`src/design/countdown_timer_table_unit_macros.svh`:
```
// assertion helpers for the countdown timer table
`ifndef COUNTDOWN_TIMER_TABLE_UNIT_MACROS_SVH
`define COUNTDOWN_TIMER_TABLE_UNIT_MACROS_SVH

// property checked only out of reset
`define CTU_ASSERT(lbl, clk, rst_n, prop, msg) \
  lbl: assert property (@(posedge clk) disable iff (!rst_n) prop) else $error(msg);

// property checked on every edge, reset included
`define CTU_ASSERT_ALWAYS(lbl, clk, prop, msg) \
  lbl: assert property (@(posedge clk) prop) else $error(msg);

`endif

```
`src/design/ctu_pkg.sv`:
```
`timescale 1ns / 1ps

package ctu_pkg;

  localparam int unsigned MAX_TIMERS = 16;
  localparam int unsigned CNT_W      = $clog2(MAX_TIMERS + 1);
  localparam int unsigned IDX_W      = (MAX_TIMERS > 1) ? $clog2(MAX_TIMERS) : 1;
  localparam int unsigned ID_W       = 16;
  localparam int unsigned TICKS_W    = 24;

  localparam logic [TICKS_W-1:0] EXPIRE_THRESHOLD = TICKS_W'(1);

  typedef enum logic [1:0] {
    FUNC_SET      = 2'd0,
    FUNC_KILL     = 2'd1,
    FUNC_KILL_ALL = 2'd2,
    FUNC_TICK     = 2'd3
  } func_e;

  typedef enum logic [2:0] {
    ST_UPDATED   = 3'd0,
    ST_ADDED     = 3'd1,
    ST_FULL      = 3'd2,
    ST_KILLED    = 3'd3,
    ST_NOT_FOUND = 3'd4,
    ST_CLEARED   = 3'd5,
    ST_EXPIRED   = 3'd6,
    ST_IDLE      = 3'd7
  } status_e;

  typedef enum logic [1:0] {
    S_IDLE   = 2'd0,
    S_READ   = 2'd1,
    S_EVAL   = 2'd2,
    S_FINISH = 2'd3
  } state_e;

  // controller to datapath
  typedef struct packed {
    logic load;    // take a new beat
    logic eval;    // process the entry just read
    logic finish;  // emit the closing result, commit the count
  } cmd_t;

  // datapath to controller
  typedef struct packed {
    logic             clear_in;    // incoming beat empties the table
    logic             empty;
    logic             last_entry;
    logic             stall;       // expiry found but no room for the held one
    logic             can_load;
    logic             clear_op;
    logic [CNT_W-1:0] count;
  } sts_t;

endpackage

```
`src/design/ctu_ctrl.sv`:
```
`timescale 1ns / 1ps

module ctu_ctrl (
  input  logic          clk_i,
  input  logic          rst_ni,
  input  logic          s_tvalid_i,
  output logic          s_tready_o,
  input  ctu_pkg::sts_t sts_i,
  output ctu_pkg::cmd_t cmd_o
);
  import ctu_pkg::*;

  state_e state_q, state_d;

  always_ff @(posedge clk_i or negedge rst_ni) begin
    if (!rst_ni) begin
      state_q <= S_IDLE;
    end else begin
      state_q <= state_d;
    end
  end

  always_comb begin
    state_d = state_q;
    case (state_q)
      S_IDLE: begin
        if (s_tvalid_i) begin
          if (sts_i.clear_in || sts_i.empty) begin
            state_d = S_FINISH;
          end else begin
            state_d = S_READ;
          end
        end
      end
      S_READ: begin
        state_d = S_EVAL;
      end
      S_EVAL: begin
        if (!sts_i.stall) begin
          state_d = sts_i.last_entry ? S_FINISH : S_READ;
        end
      end
      S_FINISH: begin
        if (sts_i.can_load) begin
          state_d = S_IDLE;
        end
      end
      default: begin
        state_d = S_IDLE;
      end
    endcase
  end

  always_comb begin
    s_tready_o    = 1'b0;
    cmd_o         = '0;
    case (state_q)
      S_IDLE: begin
        s_tready_o = 1'b1;
        cmd_o.load = s_tvalid_i;
      end
      S_EVAL: begin
        cmd_o.eval = !sts_i.stall;
      end
      S_FINISH: begin
        cmd_o.finish = sts_i.can_load;
      end
      default: begin
        cmd_o = '0;
      end
    endcase
  end

endmodule

```
`src/design/ctu_dp.sv`:
```
`timescale 1ns / 1ps

module ctu_dp (
  input  logic                   clk_i,
  input  logic                   rst_ni,
  input  ctu_pkg::cmd_t          cmd_i,
  output ctu_pkg::sts_t          sts_o,
  input  logic [39:0]            s_tdata_i,
  input  logic [1:0]             s_tuser_i,
  output logic                   m_tvalid_o,
  input  logic                   m_tready_i,
  output logic [15:0]            m_tdata_o,
  output logic [2:0]             m_tuser_o,
  output logic                   m_tlast_o
);
  import ctu_pkg::*;

  // table storage
  logic [ID_W-1:0]    id_mem  [MAX_TIMERS];
  logic [TICKS_W-1:0] rem_mem [MAX_TIMERS];
  logic [ID_W-1:0]    rd_id_q;
  logic [TICKS_W-1:0] rd_rem_q;

  // current operation
  func_e              op_func_q;
  logic [ID_W-1:0]    op_id_q;
  logic [TICKS_W-1:0] op_ticks_q;
  logic               op_clear_q;

  // walk state
  logic [IDX_W-1:0]   idx_q;
  logic [CNT_W-1:0]   keep_q;
  logic [CNT_W-1:0]   count_q, count_d;
  logic               found_q;
  logic               pend_valid_q;
  logic [ID_W-1:0]    pend_id_q;

  // result register
  logic               out_valid_q;
  status_e            out_status_q, out_status_d;
  logic [ID_W-1:0]    out_id_q, out_id_d;
  logic               out_last_q, out_last_d;

  func_e              in_func;
  logic [ID_W-1:0]    in_id;
  logic               match, expire, keep_ent, set_found;
  logic [TICKS_W-1:0] rem_new;
  logic               can_load, push_eval, out_load;
  logic               wr_en;
  logic [IDX_W-1:0]   wr_addr;
  logic [ID_W-1:0]    wr_id;
  logic [TICKS_W-1:0] wr_rem;

  assign in_func  = func_e'(s_tuser_i);
  assign in_id    = s_tdata_i[ID_W-1:0];
  assign can_load = !out_valid_q || m_tready_i;

  // per-entry decision
  always_comb begin
    match     = (rd_id_q == op_id_q) && !found_q;
    expire    = rd_rem_q <= EXPIRE_THRESHOLD;
    keep_ent  = 1'b1;
    set_found = 1'b0;
    rem_new   = rd_rem_q;
    case (op_func_q)
      FUNC_SET: begin
        set_found = match;
        rem_new   = match ? op_ticks_q : rd_rem_q;
      end
      FUNC_KILL: begin
        set_found = match;
        keep_ent  = !match;
      end
      FUNC_TICK: begin
        keep_ent = !expire;
        rem_new  = rd_rem_q - TICKS_W'(1);
      end
      default: begin
        keep_ent = 1'b1;
      end
    endcase
  end

  // a new expiry pushes out the one held back
  assign push_eval = cmd_i.eval && (op_func_q == FUNC_TICK) && expire && pend_valid_q;
  assign out_load  = push_eval || cmd_i.finish;

  // result to register (closing result or pushed expiry), committed count and table write
  always_comb begin
    out_status_d = ST_EXPIRED;
    out_id_d     = pend_id_q;
    out_last_d   = 1'b0;
    count_d      = keep_q;
    wr_en        = 1'b0;
    wr_addr      = keep_q[IDX_W-1:0];
    wr_id        = rd_id_q;
    wr_rem       = rem_new;
    if (cmd_i.eval) begin
      wr_en = keep_ent;
    end
    if (cmd_i.finish) begin
      out_last_d = 1'b1;
      if (op_clear_q) begin
        out_status_d = ST_CLEARED;
        out_id_d     = '0;
        count_d      = '0;
      end else begin
        case (op_func_q)
          FUNC_SET: begin
            out_id_d = op_id_q;
            if (found_q) begin
              out_status_d = ST_UPDATED;
            end else if (count_q < CNT_W'(MAX_TIMERS)) begin
              out_status_d = ST_ADDED;
              count_d      = CNT_W'(count_q + CNT_W'(1));
              wr_en        = 1'b1;
              wr_addr      = count_q[IDX_W-1:0];
              wr_id        = op_id_q;
              wr_rem       = op_ticks_q;
            end else begin
              out_status_d = ST_FULL;
            end
          end
          FUNC_KILL: begin
            out_id_d     = op_id_q;
            out_status_d = found_q ? ST_KILLED : ST_NOT_FOUND;
          end
          FUNC_TICK: begin
            out_status_d = pend_valid_q ? ST_EXPIRED : ST_IDLE;
            out_id_d     = pend_valid_q ? pend_id_q : '0;
          end
          default: begin
            out_status_d = ST_CLEARED;
            out_id_d     = '0;
            count_d      = '0;
          end
        endcase
      end
    end
  end

  always_ff @(posedge clk_i) begin
    rd_id_q  <= id_mem[idx_q];
    rd_rem_q <= rem_mem[idx_q];
    if (wr_en) begin
      id_mem[wr_addr]  <= wr_id;
      rem_mem[wr_addr] <= wr_rem;
    end
  end

  always_ff @(posedge clk_i or negedge rst_ni) begin
    if (!rst_ni) begin
      count_q      <= '0;
      out_valid_q  <= 1'b0;
      pend_valid_q <= 1'b0;
      found_q      <= 1'b0;
      idx_q        <= '0;
      keep_q       <= '0;
    end else begin
      if (out_load) begin
        out_valid_q <= 1'b1;
      end else if (m_tready_i) begin
        out_valid_q <= 1'b0;
      end
      if (cmd_i.load) begin
        idx_q        <= '0;
        keep_q       <= '0;
        found_q      <= 1'b0;
        pend_valid_q <= 1'b0;
      end else if (cmd_i.eval) begin
        idx_q <= IDX_W'(idx_q + IDX_W'(1));
        if (keep_ent) begin
          keep_q <= CNT_W'(keep_q + CNT_W'(1));
        end
        if (set_found) begin
          found_q <= 1'b1;
        end
        if ((op_func_q == FUNC_TICK) && expire) begin
          pend_valid_q <= 1'b1;
        end
      end
      if (cmd_i.finish) begin
        count_q <= count_d;
      end
    end
  end

  always_ff @(posedge clk_i) begin
    if (cmd_i.load) begin
      op_func_q  <= in_func;
      op_id_q    <= in_id;
      op_ticks_q <= s_tdata_i[ID_W+TICKS_W-1:ID_W];
      op_clear_q <= sts_o.clear_in;
    end
    if (cmd_i.eval && (op_func_q == FUNC_TICK) && expire) begin
      pend_id_q <= rd_id_q;
    end
    if (out_load) begin
      out_status_q <= out_status_d;
      out_id_q     <= out_id_d;
      out_last_q   <= out_last_d;
    end
  end

  always_comb begin
    sts_o.clear_in   = (in_func == FUNC_KILL_ALL) || ((in_func == FUNC_KILL) && (in_id == '0));
    sts_o.empty      = (count_q == '0);
    sts_o.last_entry = (CNT_W'(CNT_W'(idx_q) + CNT_W'(1)) == count_q);
    sts_o.stall      = (op_func_q == FUNC_TICK) && expire && pend_valid_q && !can_load;
    sts_o.can_load   = can_load;
    sts_o.clear_op   = op_clear_q;
    sts_o.count      = count_q;
  end

  assign m_tvalid_o = out_valid_q;
  assign m_tdata_o  = out_id_q;
  assign m_tuser_o  = out_status_q;
  assign m_tlast_o  = out_last_q;

endmodule

```
`src/design/countdown_timer_table_unit.sv`:
```
`timescale 1ns / 1ps
// countdown timer table: ordered list of up to MAX_TIMERS timers keyed by id
// input channel s_*: one beat is one operation (set, kill, kill all, tick)
//   tuser carries the operation code, tdata the id and the tick count
// output channel m_*: status in tuser, affected or expired id in tdata,
//   tlast on the final result of an operation
// set, kill and kill all give one result; a tick gives one result per
//   expired entry in table order, or a single tick idle result
// walk: each entry of the table goes through a read state (address, then the
//   registered read of the table) and an eval state, after an accept state and
//   before a closing state; kill all or an empty table go from accept straight
//   to closing
// the next beat is taken as soon as the closing result is in the output
//   register, even while that result still waits to be taken
// reset empties the table at once; entry contents stay as they were
// a stalled receiver holds the output register; the walk waits only when a
//   tick has a new expiry and the previous one cannot be passed on yet

`include "countdown_timer_table_unit_macros.svh"

module countdown_timer_table_unit (
  input  logic        clk_i,
  input  logic        rst_ni,
  input  logic        s_tvalid_i,
  output logic        s_tready_o,
  input  logic [39:0] s_tdata_i,   // [15:0] timer_id, [39:16] ticks
  input  logic [1:0]  s_tuser_i,   // [1:0] func
  output logic        m_tvalid_o,
  input  logic        m_tready_i,
  output logic [15:0] m_tdata_o,   // [15:0] expired_id
  output logic [2:0]  m_tuser_o,   // [2:0] status
  output logic        m_tlast_o    // last
);
  import ctu_pkg::*;

  cmd_t cmd;
  sts_t sts;

  // sequencer: accept, walk, close
  ctu_ctrl u_ctrl (
    .clk_i      (clk_i),
    .rst_ni     (rst_ni),
    .s_tvalid_i (s_tvalid_i),
    .s_tready_o (s_tready_o),
    .sts_i      (sts),
    .cmd_o      (cmd)
  );

  // table storage, walk counters and output register
  ctu_dp u_dp (
    .clk_i      (clk_i),
    .rst_ni     (rst_ni),
    .cmd_i      (cmd),
    .sts_o      (sts),
    .s_tdata_i  (s_tdata_i),
    .s_tuser_i  (s_tuser_i),
    .m_tvalid_o (m_tvalid_o),
    .m_tready_i (m_tready_i),
    .m_tdata_o  (m_tdata_o),
    .m_tuser_o  (m_tuser_o),
    .m_tlast_o  (m_tlast_o)
  );

  // checks
  `CTU_ASSERT_ALWAYS(a_cmd_onehot, clk_i, $onehot0({cmd.load, cmd.eval, cmd.finish}), "cmd overlap")
  `CTU_ASSERT(a_count_bound, clk_i, rst_ni, sts.count <= CNT_W'(MAX_TIMERS), "count overflow")
  `CTU_ASSERT(a_clear_empties, clk_i, rst_ni, cmd.finish && sts.clear_op |=> sts.empty, "clear left entries")
  `CTU_ASSERT(a_finish_drives_out, clk_i, rst_ni, cmd.finish |=> m_tvalid_o && m_tlast_o, "closing beat missing")

endmodule

```
`config.mk`:
```
export PLATFORM = sky130hd
export DESIGN_NAME = countdown_timer_table_unit
export DESIGN_NICKNAME = d
export VERILOG_FILES = /design/src/design/ctu_pkg.sv /design/src/design/ctu_ctrl.sv /design/src/design/ctu_dp.sv /design/src/design/countdown_timer_table_unit.sv
export VERILOG_INCLUDE_DIRS = /design/src /design/src/design
export SDC_FILE = /design/constraint.sdc
export NUM_CORES = 1
export LEC_CHECK = 0
export BUFFER_PORTS_ARGS = -buffer_cell sky130_fd_sc_hd__clkbuf_2
export CAP_MARGIN = 25
export CORE_MARGIN = 2
export CORE_UTILIZATION = 56
export CTS_CLUSTER_SIZE = 20
export DETAILED_ROUTE_END_ITERATION = 12
export GPL_TIMING_DRIVEN = 1
export PLACE_DENSITY = 0.75
export SETUP_SLACK_MARGIN = 0.05
export SLEW_MARGIN = 10
export SYNTH_ARGS = -nofsm -noshare
export SYNTH_HDL_FRONTEND = slang
export SYNTH_HIERARCHICAL = 1
export SYNTH_SLANG_ARGS = --single-unit
```
`constraint.sdc`:
```
create_clock -name clk_i -period 4.5 [get_ports clk_i]
set_input_delay 0.225 -clock clk_i [delete_from_list [all_inputs] [get_ports clk_i]]
set_output_delay 0.225 -clock clk_i [all_outputs]
set_load 0.03 [all_outputs]
```
-- Word-level counts from Yosys, hierarchy flattened
Memories as Yosys holds them, arrays and structs flattened. A register that Yosys moved wholly into a read port is not among the register bits.
Index checks and enable logic that the tools add are counted.
- flip-flop bits (word level): 98
- bits in latches: 0
- RAM bits: 640
- bits in read-only memories: 0
- output and inout port bits: 22
- logic and storage cells: 137
- memories: 2
- $add $sub $neg: 5
- multipliers: 0
- div/mod/pow operators: 0
- $lt $le $gt $ge: 2
- equality and inequality tests: 12
- shift-type cells: 0
- mux-type cells: 65
- bitwise logic cells: 1
- reduce and logical (&&, ||, !) cells: 34
- memory list (memory ; words ; width ; read ports ; clocked after memory_dff ; write ports ; line ; RTL):
    u_dp.rem_mem ; 16 ; 24 ; 1 ; 1 ; 1 ; ctu_dp.sv:20 ; logic [TICKS_W-1:0] rem_mem [MAX_TIMERS];
    u_dp.id_mem ; 16 ; 16 ; 1 ; 1 ; 1 ; ctu_dp.sv:19 ; logic [ID_W-1:0] id_mem [MAX_TIMERS];
- operators by type and width (operator ; number):
    two-way mux 24 bit ; 6
    two-way mux 16 bit ; 8
    one-hot mux 24 bit (2 select lines) ; 1
    one-hot mux 16 bit (2 select lines) ; 1
    two-way mux 5 bit ; 6
    two-way mux 4 bit ; 7
    <= comparator 24 x 1 -> 1 bit, second input constant ; 1
    subtractor 24 x 1 -> 24 bit, second input constant ; 1
    two-way mux 1 bit ; 23
    == test 16 bit ; 1
    logical NOT 16 bit ; 1
    two-way mux 2 bit ; 7
    adder 5 x 1 -> 5 bit, second input constant ; 2
    one-hot mux 5 bit (2 select lines) ; 1
    nonzero test 2 bit ; 5
    one-hot mux 3 bit (3 select lines) ; 1
    == test 2 bit, second input constant ; 4
    logical AND 1 bit ; 8
    one-hot mux 2 bit (4 select lines) ; 1
    == test 2 x 1 -> 1 bit, second input constant ; 3
    logical NOT 1 bit ; 6
    two-way mux 3 bit ; 2
    AND reduction 2 bit ; 3
    OR reduction 2 bit ; 3
    other kinds (12) ; 17

-- Depth between registers and ports, before layout
Gate-level depths: netlist (run 1).
- word-level depth: 14
- mapped depth: 13
- depth with buffers taken out: 11

-- Modules after synthesis
The synthesis (run 1) kept the hierarchy.
- by module, submodules not included (module ; times used ; cells each ; area each (µm²) ; sequential area each (µm²)):
    ctu_dp ; 1 ; 1817 ; 31008.5 ; 22816.9
    ctu_ctrl ; 1 ; 12 ; 121.4 ; 50.0

-- Least setup slack after synthesis (run 1)
No wires, ideal clock.
- path type: register to register
- from: reg u_dp.op_func_q[0]
- to: mem u_dp.id_mem[0][0] (enable)
- arrival time: 4.238 ns
- data required time: 4.062 ns
- setup slack: -0.176 ns
- cell stages (with the launch flop): 14
- path buffers: 2
- period minus slack after synthesis: 4.676 ns
- cell sequence: edfxtp_1 -> ha_1 -> clkbuf_1 -> nor4b_1 -> o21ai_0 -> nor4_1 -> and4b_1 -> nor2_1 -> clkbuf_1 -> nand2_1 -> a31oi_1 -> nor3_4 -> o41a_2 -> nor2_1
- RTL lines (item ; line ; RTL):
    from (decl) ; ctu_dp.sv:25 ; func_e op_func_q;
    from (signal assigned) ; ctu_dp.sv:190 ; op_func_q <= in_func;
    to (decl) ; ctu_dp.sv:19 ;

==> results of run 1 <==
## stage by stage
| step | hold slack (ns) | power (uW) |
|---|---|---|
| finish | 0.0671 | 23800 |
| global route | 0.0683 | 24700 |
| CTS | 0.0440 | 23800 |
| detailed placement | 0.220 | 17800 |
| global placement | 0.217 | 17500 |
| floorplan | -0.0706 | 14900 |
## layer usage
layer  track usage  vias up  wire (um)
met4        0.0705        6       1380
met5             0        -         38
met3        0.0551       94       8410
li1              -     7612          -
met1         0.412     8900      31600
met2         0.354     1035      30900
## what timing repair did
item / CTS / global route
endpoints found under the setup margin: 0 / 8
hold buffers: 44 / 0
setup buffers: 0 / 0
hold endpoints to repair: 63 / 0
## flip-flops by register name, summed over array words and instances, names as in the netlist, 4 cells and up
signal	flops
u_dp/rd_id_q	16
u_dp/rd_rem_q	24
u_dp/rem_mem	384
u_dp/id_mem	256
u_dp/pend_id_q	16
u_dp/count_q	5
u_dp/op_ticks_q	24
u_dp/keep_q	5
u_dp/m_tdata_o	16
u_dp/op_id_q	16
u_dp/idx_q	4
## where the power goes
| group | internal (uW) | switching, uW |
|---|---|---|
| sequential | 10000 | 707 |
| clock | 3410 | 2550 |
| combinational | 2450 | 4680 |
| total | 15900 | 7930 |
## worst max-delay path: cells and delay by family (launching register included)
| family | cells | cell delay [ns] |
|---|---|---|
| compound gates | 2 | 0.56 |
| buf+inv | 3 | 0.69 |
| flops | 1 | 0.34 |
| simple gates | 8 | 2.36 |
## worst max-delay path by stage
stage                                 start                   to  slack [ns]  cells past startpoint
final                     u_dp/rd_rem_q[20]   u_dp/rem_mem[1][2]        0.18                     13
after global placement    u_dp/rd_rem_q[20]  u_dp/rem_mem[1][11]        0.27                     13
after CTS                 u_dp/rd_rem_q[20]  u_dp/rem_mem[1][11]        0.21                     13
after detailed placement  u_dp/rd_rem_q[20]   u_dp/rem_mem[1][5]        0.22                     13
after global routing      u_dp/rd_rem_q[20]   u_dp/rem_mem[1][2]        0.04                     13
after floorplan           u_dp/op_func_q[0]    u_dp/id_mem[0][0]       -0.18                     13
## layout make-up
class                      instances  share of cell area
clock buffer                     105              0.0578
clock inverter                    28             0.00694
inverter                          13             0.00137
multi-input combinational        936               0.224
sequential                       778               0.644
tap                              748              0.0264
timing repair buffer             180              0.0397
==> flow_summary.yaml, run 1 <==
status:
  status: "completed"
synth:
  synth_area_per_cell_sq_um: 17.0
  syn_area_sq_um: 31100
  yosysWarnings: 6
  syn_inst: 1828
  synth_fp_nets: 1884
timing:
  clock_skew_ns: 0.0180
  fin_setup_tns_ns: 0
  post-route-worst-setup-slack_ns: 0.181
  final_hold_viol_count: 0
  fmax_mhz: 232
  setup_viol: 0
  min_period_over_period: 0.960
  period_needed_ns: 4.32
  drv_slew: 0
  rsz0062_at_grt: "yes"
  relSlewSlack: 0.345
  tightest_slew_ns: 0.983
worst_hold_path:
  min_to: "u_ctrl/state_q[1]"
  hold_depth: 4
  hp-start: "s_tvalid_i"
  hold_path.class: "input pin to flip-flop"
finish:
  antenna_cells: 0
  final_cell_mix: "edfxtp_1 (719), mux2i_1 (148), nand2_1 (112)"
  stdcell_count: 2788
  stdcell_area_sq_um: 35500
  drive_above_1_share: 0.190
  mostFrequentLayoutCell: "edfxtp_1"
  syn2layout_area_growth_pct: 14.1
  seqCellArea_sq_um: 22900
  multiInputGateArea_sq_um: 7940
  finish.utilization: 0.646
  final_nets: 2040
  fillCellCount: 3631
placed_design:
  placed_area_sq_um: 32800
  dpl.hpwl_um: 46100
  io_buffers: 67
  dpl_worst_slack_ns: 0.225
  place_congestion: 0.851
  dpl.cell_count: 2609
grt:
  antenna_found_initial: 4
  grtUsageTotal: 0.256
  grt_max_degree: 73
  grt_overflow: 0
  grt_pass1_vias: 16800
  grt_pass1_wl_um: 108000
die:
  rows: 86
  pin_count: 68
  die_x_um: 240
  die_area_sq_um: 57500
  core_sq_um: 55000
  start_util: 0.566
  fp.dieH_um: 240
clock_tree:
  cts_inserted_buffers: 75
  clk_pin_slew_ns: 0.06
  htreeDepth: 3
  cts_sinks: 778
  cts_tree: "done"
  cts-root-buf: "clkbuf_16"
  clk-insertion-delay-late_ns: 0.61
  cts_resized: 0
  clock_path_buffers: 3
routing:
  drt_first_pass_iters: 5
  drcViolationCount: 0
  postRouteWirelength_um: 72300
  wl_per_cell_um: 25.9
  ant_nets: 0
  drt_iter0_markers: 2518
  vias_per_cell: 6.33
  num_vias: 17600
critical_path:
  reg2reg_depth: 13
  path_cells: "or4_1 -> or3_4 -> nor4_1 -> and4b_1 -> nor2_1 -> buf_4 -> nand2_1 -> a31oi_1 -> nor3_4 -> a2bb2oi_2 -> buf_4 -> nor2_4 -> buf_4"
  critPathMaxFanout: 40
  crit_slowest_cell: "or4_1"
  worstPathArrival_ns: 4.60
  critPathCaptureType: "flip-flop"
  worst-endpoint-required_ns: 4.78
  crit_top_cell: "buf_4"
  r2r-start: "u_dp/rd_rem_q[20]"
  max_stage_delay_ns: 0.52
  startpoint_type: "flip-flop"
  r2r-end: "u_dp/rem_mem[1][2]"
  critPathKind: "flip-flop to flip-flop"
  ff2ff_setup_slack_ns: 0.18
pwr:
  max-vdd-ir-drop_uv: 465
  powerDensity_nw_per_um2: 670
  p_leak_uw: 0.0117
run:
  max-cap-violations: 0
Note: power is estimated with default switching activity, not from simulation.
==> run 2: changes to the inputs <==
==> constraint.sdc (replaced) <==
create_clock -name clk_i -period 4.5 [get_ports clk_i]
set_input_delay 0.45 -clock clk_i [delete_from_list [all_inputs] [get_ports clk_i]]
set_output_delay 0.45 -clock clk_i [all_outputs]
set_load 0.03 [all_outputs]
==> flow_summary.yaml, run 2 (synthesis gave the netlist of run 1 again) <==
placed_design:
  dpl.cell_count: 2606
  io_buffers: 67
  dpl.hpwl_um: 45900
  placed_area_sq_um: 32800
  place_congestion: 0.865
pwr:
  p_leak_uw: 0.0116
  total_power_uw: 24000
  max-vdd-ir-drop_uv: 337
  powerDensity_nw_per_um2: 680
die:
  fp.dieH_um: 240
  core_sq_um: 55000
  rows: 86
  die_x_um: 240
  die_area_sq_um: 57500
  pin_count: 68
  start_util: 0.566
finish:
  reg.largest.list: "u_dp/rem_mem (384), u_dp/id_mem (256)"
  mostFrequentLayoutCell: "edfxtp_1"
  final_cell_mix: "edfxtp_1 (719), mux2i_1 (148), nand2_1 (112)"
  drive_above_1_share: 0.195
  stdcell_count: 2749
  antenna_cells: 0
  stdcell_area_sq_um: 35200
  syn2layout_area_growth_pct: 13.2
  final_nets: 1996
  regMostFlops: "u_dp/rem_mem"
  largest_register_ffs: 384
critical_path:
  max_stage_delay_ns: 0.54
  r2r-end: "u_dp/rem_mem[7][3]"
  worst-endpoint-required_ns: 4.83
  critPathKind: "flip-flop to flip-flop"
  crit_slowest_cell: "o21a_1"
  r2r-start: "u_dp/rd_rem_q[20]"
  crit_family: "simple AND/OR/NAND/NOR gates"
  ff2ff_setup_slack_ns: 0.32
  worstPathArrival_ns: 4.50
  crit_start: "u_dp/rd_rem_q[20]"
  cp-endpoint: "u_dp/rem_mem[7][3]"
  cp_num_cells: 11
  critPathMaxFanout: 22
  critPathCaptureType: "flip-flop"
  reg2reg_depth: 11
  path_cells: "or4_1 -> or3_4 -> nor4_1 -> and4b_1 -> nor2_1 -> a21boi_0 -> o31a_2 -> nor3_4 -> o21a_1 -> nor2_4 -> buf_4"
  startpoint_type: "flip-flop"
  path_buf_inv: 1
run:
  max-cap-violations: 0
timing:
  clock_skew_ns: 0.0237
  fmax_mhz: 239
  rsz0062_at_grt: "no"
  drv_slew: 0
  final_hold_viol_count: 0
  tightest_slew_ns: 1.02
  setup_viol: 0
  relSlewSlack: 0.318
  period_needed_ns: 4.18
  min_period_over_period: 0.928
clock_tree:
  cts_sinks: 778
  htreeDepth: 3
  cts_inserted_buffers: 74
  cts_tree: "done"
  clk_pin_slew_ns: 0.06
  clock_path_buffers: 3
  cts-root-buf: "clkbuf_16"
  clk-insertion-delay-late_ns: 0.61
routing:
  postRouteWirelength_um: 72400
  vias_per_cell: 6.38
  drcViolationCount: 0
  wl_per_cell_um: 26.3
  num_vias: 17600
  drt_iter0_markers: 2570
  ant_nets: 0
  drt_first_pass_iters: 5
grt:
  grt_pass1_vias: 16800
  grt_overflow: 0
  grt_pass1_wl_um: 108000
  antenna_found_initial: 6
  grtUsageTotal: 0.257
  grt_max_degree: 67
worst_hold_path:
  hold_path.class: "input pin to flip-flop"
status:
  status: "completed"
-- run 2: changes by cell type in the layout (fill, tap and decap cells not counted), sizes merged, moves of 3 or more --
cell	delta
buf	-3
clkbuf	+5
clkinv	-5
dlygate4sd3	-39
-- run 2: final cells by class --
class                           instances  area [sq um]
Clock buffer                          111          2140
Clock inverter                         26           270
Fill cell                            3681         19700
Inverter                               13          48.8
Multi-Input combinational cell        936          7950
Sequential cell                       778         22900
Tap cell                              748           936
Timing Repair Buffer                  137          1020
-- run 2: through the flow --
stage / utilization / TNS, ns / setup slack (ns) / hold slack, ns
after floorplan: - / -28.25 / -0.176 / 0.154
after global placement: 0.593 / 0 / 0.208 / 0.444
after detailed placement: 0.596 / 0 / 0.167 / 0.451
after CTS: 0.641 / 0 / 0.0919 / 0.00258
after global routing: 0.641 / 0 / 0.0651 / 0.0126
final: 0.641 / 0 / 0.323 / 0.0293
-- run 2: worst min-delay path by stage --
stage / start / endpoint / slack [ns] / depth (start not counted)
after floorplan: rst_ni / u_ctrl/state_q[0] / 0.15 / 0
after global placement: rst_ni / u_ctrl/state_q[0] / 0.44 / 1
after detailed placement: rst_ni / u_ctrl/state_q[0] / 0.45 / 1
after CTS: s_tdata_i[31] / u_dp/op_ticks_q[15] / 0.003 / 1
after global routing: s_tdata_i[21] / u_dp/op_ticks_q[5] / 0.01 / 1
final: s_tdata_i[21] / u_dp/op_ticks_q[5] / 0.03 / 1
-- run 2: where the power goes --
part           switching, uW  internal (uW)
combinational           4700           2420
sequential               673          10000
clock                   2550           3590
total                   7930          16000
-- run 2: what timing repair did --
item | 4_1_cts | 5_1_grt
hold buffers | 5 | 0
hold endpoints to repair | 23 | 0
resized for setup | 0 | 1
endpoints found under the setup margin | 0 | 82
buffers inserted | 0 | 0
-- run 2: per-layer routing --
metal	track usage	wire, um	up-vias
li1	-	-	7514
met1	0.413	31600	8891
met2	0.357	31000	1049
met3	0.0560	8450	93
met4	0.0678	1350	4
met5	0	28	-
-- run 2: worst reg2reg max path: stages, from the launching register on --
cell	delay (ns)
dfxtp_1	0.35
or4_1	0.52
or3_4	0.37
nor4_1	0.46
and4b_1	0.32
nor2_1	0.13
a21boi_0	0.16
o31a_2	0.16
nor3_4	0.30
o21a_1	0.54
nor2_4	0.26
buf_4	0.32
==> run 3: changes to the inputs <==
--- a/config.mk
+++ b/config.mk
@@ -13,7 +13,7 @@
 export CTS_CLUSTER_SIZE = 20
 export DETAILED_ROUTE_END_ITERATION = 12
 export GPL_TIMING_DRIVEN = 1
-export PLACE_DENSITY = 0.75
+export PLACE_DENSITY_LB_ADDON = 0.12
 export SETUP_SLACK_MARGIN = 0.05
 export SLEW_MARGIN = 10
 export SYNTH_ARGS = -nofsm -noshare
==> flow_summary.yaml, run 3 (synthesis gave the netlist of run 1 again) <==
clock_tree:
  clock_path_buffers: 3
  cts_inserted_buffers: 81
  htreeDepth: 3
  cts_sinks: 778
  cts-root-buf: "clkbuf_16"
  clk_pin_slew_ns: 0.06
  clk-insertion-delay-late_ns: 0.62
  cts_tree: "done"
routing:
  ant_nets: 0
  vias_per_cell: 6.26
  drt_iter0_markers: 2163
  num_vias: 17400
  postRouteWirelength_um: 74000
  drt_first_pass_iters: 5
  wl_per_cell_um: 26.7
  drcViolationCount: 0
grt:
  grt_overflow: 0
  grt_max_degree: 86
  antenna_found_initial: 9
  grt_pass1_vias: 16200
  grt_pass1_wl_um: 109000
  grtUsageTotal: 0.262
finish:
  syn2layout_area_growth_pct: 13.9
  drive_above_1_share: 0.200
  finish.utilization: 0.645
  mostFrequentLayoutCell: "edfxtp_1"
  reg.largest.list: "u_dp/rem_mem (384), u_dp/id_mem (256)"
  regMostFlops: "u_dp/rem_mem"
  fillCellCount: 3823
  final_nets: 2014
  largest_register_ffs: 384
  final_cell_mix: "edfxtp_1 (719), mux2i_1 (148), nand2_1 (112)"
placed_design:
  place_congestion: 0.829
  io_buffers: 67
  dpl.hpwl_um: 48100
critical_path:
  critPathMaxFanout: 40
  startpoint_type: "flip-flop"
  worstPathArrival_ns: 4.48
  critPathKind: "flip-flop to flip-flop"
  r2r-start: "u_dp/rd_rem_q[20]"
  crit_start: "u_dp/rd_rem_q[20]"
  worst-endpoint-required_ns: 4.78
  critPathCaptureType: "flip-flop"
timing:
  period_needed_ns: 4.20
  final_hold_viol_count: 0
  rsz0062_at_grt: "no"
  setup_viol: 0
  fmax_mhz: 238
  relSlewSlack: 0.341
  drv_slew: 0
  fin_setup_tns_ns: 0
  min_period_over_period: 0.933
  tightest_slew_ns: 0.988
  clock_skew_ns: 0.0154
die:
  die_x_um: 240
  die_area_sq_um: 57500
  rows: 86
  start_util: 0.566
  core_sq_um: 55000
  pin_count: 68
  fp.dieH_um: 240
pwr:
  p_leak_uw: 0.0117
  powerDensity_nw_per_um2: 688
  max-vdd-ir-drop_uv: 411
worst_hold_path:
  hold_path.class: "input pin to flip-flop"
  hp-start: "s_tdata_i[22]"
status:
  status: "completed"
run:
  max-cap-violations: 0
run 3: area by class of cell:
class / count / area [sq um] / area share
diodes: 2 / 5.00 / 0.000141
clock buffers: 104 / 2200 / 0.0619
clock inverters: 44 / 374 / 0.0106
inverters: 13 / 48.8 / 0.00138
multi-input cells: 936 / 7940 / 0.224
flip-flops and latches: 778 / 22900 / 0.645
well taps: 748 / 936 / 0.0264
repair buffers: 148 / 1080 / 0.0303
run 3: critical path, cell delays in order, from the launching register on:
cell	delay (ns)
dfxtp_1	0.34
or4_1	0.54
or3_4	0.38
nor4_1	0.51
and4b_1	0.33
nor2_1	0.13
a21boi_0	0.14
o31a_2	0.15
nor3_4	0.24
buf_4	0.20
a2bb2oi_2	0.28
buf_4	0.22
nor2_4	0.06
buf_4	0.31
run 3: per-layer routing:
| metal | part of all wire | global-route usage |
|---|---|---|
| met5 | 0.00038 | 0 |
| met2 | 0.41 | 0.348 |
| met1 | 0.46 | 0.424 |
| met4 | 0.017 | 0.0661 |
| met3 | 0.12 | 0.0739 |
run 3: repair_timing:
action                                  in CTS  in global routing
endpoints found under the setup margin       0                 97
setup buffers                                0                  0
hold buffers                                13                  0
resized for setup                            0                  2
hold endpoints to repair                    31                  0
run 3: path summary, 6_finish.rpt:
kind	slack [ns]	end	cells past startpoint
worst max-delay path	0.30	u_dp/id_mem[1][2]	13
worst min-delay path	0.03	u_dp/op_ticks_q[6]	1
worst max register to register	0.30	u_dp/id_mem[1][2]	13
worst min register to register	0.48	u_dp/pend_id_q[4]	0
max in group asynchronous	3.74	u_dp/idx_q[0]	2
min in group asynchronous	0.37	u_ctrl/state_q[0]	2
run 3: where the power goes:
| part | internal, uW | switching, uW |
|---|---|---|
| clock network | 3790 | 2640 |
| logic | 2450 | 4860 |
| registers | 10000 | 647 |
run 3: metrics by stage:
stage / hold slack, ns / setup slack (ns) / instances / area [sq um] / total power [uW]
floorplan: 0.154 / -0.176 / 1828 / 31100 / 14900
global placement: 0.444 / 0.331 / 2603 / 32600 / 17800
detailed placement: 0.458 / 0.222 / 2608 / 32700 / 18000
CTS: 0.000916 / 0.161 / 2769 / 35400 / 24400
global route: 0.0140 / 0.0907 / 2771 / 35500 / 25400
finish: 0.0290 / 0.301 / 2773 / 35500 / 24400
